### config.mk
export PLATFORM = sky130hd
export DESIGN_NAME = lpht_ram
export DESIGN_NICKNAME = d
export VERILOG_FILES = /design/src/design/lpht_ram.sv
export SDC_FILE = /design/constraint.sdc
export NUM_CORES = 2
export LEC_CHECK = 0
export BUFFER_PORTS_ARGS = -buffer_cell sky130_fd_sc_hd__buf_4
export CAP_MARGIN = 15
export CORE_MARGIN = 4
export CORE_UTILIZATION = 48
export DETAILED_ROUTE_END_ITERATION = 16
export GPL_TIMING_DRIVEN = 0
export HOLD_SLACK_MARGIN = 0.12
export PLACE_DENSITY = 0.63
export SLEW_MARGIN = 20
export SYNTH_ARGS = -nofsm -noshare
export SYNTH_HDL_FRONTEND = slang
export SYNTH_SLANG_ARGS = --single-unit
### constraint.sdc
create_clock -name i_clk -period 3.13 [get_ports i_clk]
set_clock_uncertainty 0.05 [all_clocks]
set_input_delay 0.1565 -clock i_clk [delete_from_list [all_inputs] [get_ports i_clk]]
set_output_delay 0.1565 -clock i_clk [all_outputs]
set_load 0.05 [all_outputs]
### src/design/lpht_ram.sv
module lpht_ram #(
    parameter int WIDTH = 8,
    parameter int DEPTH = 256
) (
    input  logic                     i_clk,
    input  logic                     i_we,
    input  logic [$clog2(DEPTH)-1:0] i_waddr,
    input  logic [WIDTH-1:0]         i_wdata,
    input  logic                     i_re,
    input  logic [$clog2(DEPTH)-1:0] i_raddr,
    output logic [WIDTH-1:0]         o_rdata
);

    logic [WIDTH-1:0] r_mem [DEPTH];
    logic [WIDTH-1:0] r_rdata;

    always_ff @(posedge i_clk) begin
        if (i_we) begin
            r_mem[i_waddr] <= i_wdata;
        end
        if (i_re) begin
            r_rdata <= r_mem[i_raddr];
        end
    end

    assign o_rdata = r_rdata;

endmodule

# Word-level counts from Yosys, hierarchy flattened
# Memory sizes are Yosys's and may differ from the RTL's. A register that Yosys moved wholly into a read port is not among the register bits.
# Index checks and enable logic that the tools add are counted.
[totals] reg_bits=0 ramBits=2048 n_memories=1
[classes] mux=2
[memory_table] memory="r_mem" depth=256 word_bits=8 rd=1 rd_ports_with_merged_regs=1 wr=1 line_no="14" rtl="logic [WIDTH-1:0] r_mem [DEPTH];"
[ops] operator="$mux 1" n=2

# Logic depth before layout (Yosys ltp)
[depth] depth_word=2 mapped_depth=11 ltp_nobuf=6

# Least setup slack after synthesis
# Ideal clock, no wire load.
[synth_path] path_kind="input -> register" startpoint="in i_raddr[0]" endpoint="reg r_rdata[2], in the netlist o_rdata[2] (read register of r_mem) (data pin)" path_slack_ps=847 setup_time_ps=269 n_path_buf=4 required_time_ps=2811 arrival_time_ps=1964 cell_stages=9 path_cell_list="buf_6 -> buf_12 -> buf_8 -> buf_2 -> mux4_2 -> a22oi_1 -> a21oi_1 -> nor4_1 -> nor4_2"
[synth_rtl] element="start, declared" line_no="10" rtl="input logic [$clog2(DEPTH)-1:0] i_raddr,"
[synth_rtl] element="end, declared" line_no="15" rtl="logic [WIDTH-1:0] r_rdata;"

==> run summary <==
The power density relative to cell area came out at 625 nW/um2. The hold-critical path depth came out at 3. The via count came out at 41700. The count of standard-cell rows came out at 149.

The critical path startpoint category is an input pin. The number of vias per cell is 6.55. The die outline height is 415 um. The count of buffers from port buffering came out at 27. Entering global routing, the biggest net connects 130 pins. STA classifies the critical path endpoint as a flop. The iteration-0 DRC count of the detailed router came out at 6539. Compared with the post-synthesis result, the final layout area differs by 13.1%. The end of the worst hold path is r_mem[211][0]. The number of buffers inserted during clock tree synthesis is 197. The cell sitting at the root of the clock tree is a sky130_fd_sc_hd__clkbuf_16. The number of filler instances in the final layout is 12400. The checks that failed: negative setup slack.

The first detailed-routing pass ran for 5 iterations. The critical path data arrival time came out at 3710 ps. The count of nets left with antenna violations once routing finished came out at 0.

The routability-driven placement congestion ratio came out at 1.03. The slew at the pin closest to its max-slew limit came out at 1240 ps. The I/O pin total came out at 35. Yosys printed 0 warnings. The period utilization is 104%.

The maximum number of buffers from clock root to sink came out at 3. The min-delay analysis places its worst path in the category input pin to flop. The synthesized design contains 2056 enable-type register cells. Of all nets on the critical path, the largest fanout is 10.

The setup slack of the critical path after layout is -110 ps. After synthesis the netlist holds a flip-flop and latch count of 2056. The first-pass GRT wire length came out at 329 mm. The register area share after synthesis came out at 77.5%. The worst pin sits at a relative slew slack of 17.2%.

The H-tree was split into 4 levels. The critical path is of the input pin to flop type. The highest clock rate is 309 MHz. The minimum period implied by the final worst setup slack came out at 3240 ps. The post-detailed-placement half-perimeter wirelength is 163 mm. Setup repair after global routing left no endpoint under its margin. The share of flip-flops with an asynchronous set or reset came out at 0%. The launch point of the worst hold path is i_waddr[6]. The starting density of the core came out at 48.3%. In the final layout, flip-flops and latches occupy 61700 um2. The count of endpoints failing hold in the final timing report is 0. The peak supply drop is 0.585 mV. The synthesized instance count came out at 3733. The endpoint identified for the worst register-to-register timing path is o_rdata[5]. For this run, the number of standard cells in the final layout without fillers is 6359. TritonCTS built the clock tree. The mapped netlist covers 79600 um2.

Max-cap violations in this run came to 0. Timing analysis after detailed placement gives a worst setup slack of -1760 ps. The number of library cell types mapped by synthesis is 54.

The clock reaches the later pin of the worst-skew pair after 850 ps. Of the cells placed in the final design, the portion with a size suffix greater than 1 is 23.9%. The total wire length after detailed routing is 239 mm.

The total power of the final layout came out at 0.0564 W. The global-route congestion overflow total is 0. The reg-to-reg critical path startpoint is r_mem[83][5].

The instance count after placement with tap cells included came out at 5985. The endpoint required time on the critical path came out at 3600 ps. In the synthesized netlist the dominant register cell turns out to be sky130_fd_sc_hd__edfxtp_1. The remaining design rule violation count came out at 0.

The run finished, with violations left. The tree built by TritonCTS fans out to 2056 sinks. The number of nets handed over by synthesis was 3760. The via count of the first global-routing pass is 40400. Setup violations remaining at the end of the flow were counted as 24.

The worst register-to-register path has a setup slack of 10 ps. The worst reg-to-reg path cell count came out at 7. The average wire per cell in the routed design came out at 37.5 um. The area taken by multi-input logic gates came out at 16800 um2.

The die area came out at 172000 um2. The sum of negative setup slack came out at -561 ps. The number of antenna violations at the first check in global routing is 13. In this run the mean area of a mapped cell was 21.3 um2. The number of nets in the final layout is 4037. The core region area came out at 165000 um2. The leakage power figure came out at 27.8 nW. Measured along the x axis, the die boundary spans 415 um. The total global-route track usage came out at 27.6%. After clock tree synthesis, the clock-pin slew on the worst setup and hold paths is 60 ps. The total count of max-transition violations in the final report came out at 0.
==> worst max-delay path, cell delays in order <==
cell and delay [ps]:
sky130_fd_sc_hd__buf_2 150, sky130_fd_sc_hd__buf_4 300, sky130_fd_sc_hd__buf_2 430, sky130_fd_sc_hd__buf_2 560, sky130_fd_sc_hd__clkbuf_2 580, sky130_fd_sc_hd__nand3_1 160, sky130_fd_sc_hd__o211ai_1 130, sky130_fd_sc_hd__a21oi_1 220
sky130_fd_sc_hd__nor4_2 710, sky130_fd_sc_hd__nor4_2 240
==> registers in the layout, indices dropped and copies added, names as in the netlist <==
name	flops
o_rdata	8
r_mem	2048
==> Yosys cell counts (all sizes together) (2+ instances only) <==
cell     instances  share of area [%]
a2111oi          5              0.066
or2              4              0.031
o21ai           12              0.075
nand2           33               0.16
o22a             5              0.055
nand3b           2              0.019
a22o             8              0.088
nor3            22               0.14
and2             6              0.047
nand4           10              0.079
a211oi          16               0.15
o211ai          10              0.094
mux2i          134                1.7
nand2b           8              0.063
nor2           282                1.3
nand3           34               0.21
buf            122                1.3
edfxtp        2056                 78
and3b            2              0.022
a31oi            2              0.016
o32ai            5              0.064
nor4            27               0.24
a221oi          14               0.16
mux4           456                 13
o22ai           28               0.22
a21oi           96               0.60
clkbuf         111               0.52
nor2b           31               0.24
a22oi          133                1.3
a311oi           2              0.022
o221ai          47               0.52
==> through the flow <==
stage / utilization, % / cell area (um2) / hold WS, ps
after floorplan: - / 79600 / 205
after global placement: 50.1 / 82600 / 393
after detailed placement: 50.7 / 83600 / 400
after CTS: 54.5 / 90000 / 136
after global routing: 54.6 / 90100 / 160
final: 54.6 / 90100 / 161
==> layout make-up <==
cell class              instances  share of cell area [%]
multi-input cells            1442                    18.6
inverters                       2                 0.00833
diodes                          6                  0.0167
flip-flops and latches       2056                    68.5
plain buffers                 233                    1.71
clock buffers                 244                    5.72
repair buffers                 78                    1.45
well taps                    2189                    3.04
clock inverters               109                   0.918
==> logic make-up (layout without fill, tap and decap cells) <==
kind of cell           Yosys count  after routing  share of synthesized area [%]
AO/OA/AOI/OAI                  385            385                           3.42
buffers and inverters          235            666                           1.83
flip-flops                    2056           2056                           77.5
multiplexers                   591            591                           14.6
other                            0              6                              0
AND/OR/NAND/NOR                466            466                           2.63
==> worst max path at each step <==
| stage | start | end | slack, ps | cells after the start |
|---|---|---|---|---|
| 5_1_grt | i_raddr[1] | o_rdata[0] | 10 | 9 |
| 3_5_place_dp | i_raddr[3] | o_rdata[4] | -1760 | 7 |
| 6_report | i_raddr[1] | o_rdata[4] | -110 | 10 |
| 2_1_floorplan | i_raddr[0] | o_rdata[2] | 850 | 9 |
| 4_1_cts | i_raddr[1] | o_rdata[4] | 8 | 9 |
| 3_3_place_gp | i_raddr[1] | o_rdata[5] | -2210 | 9 |
==> per-layer routing <==
layer / global-route usage, % / vias to the layer above / share of wire (%)
met5: 0 / - / 0.021
met4: 12.3 / 4 / 5.2
met3: 7.74 / 484 / 12
met2: 41.4 / 2735 / 45
met1: 38.2 / 22100 / 38
li1: - / 16300 / -
==> power breakdown <==
group          switching (W)  internal, W
Sequential         0.0000163       0.0304
Combinational        0.00234      0.00107
Clock                 0.0103       0.0123
Total                 0.0126       0.0437
==> cells in the final DEF, fill, tap and decap left out, drive strengths merged, types with 4 or more instances in the layout <==
cell type    count
edfxtp        2056
mux4           456
clkbuf         354
nor2           282
buf            185
mux2i          134
a22oi          133
a21oi           96
clkinv          94
o221ai          47
nand3           34
nand2           33
nor2b           31
o22ai           28
nor4            27
nor3            22
a211oi          16
dlygate4sd3     14
a221oi          14
o21ai           12
nand4           10
o211ai          10
nand2b           8
a22o             8
bufinv           8
inv              8
diode            6
and2             6
o22a             5
o32ai            5
a2111oi          5
or2              4
==> timing repair <==
item / in CTS / in global routing
resized for setup: 56 / 16
setup endpoints to repair: 8 / 53
endpoints found under the hold margin: 1683 / 0
hold buffers: 14 / 0
setup buffers: 1 / 0
pin swaps: 1 / 0
(Power assumes the default switching activity.)
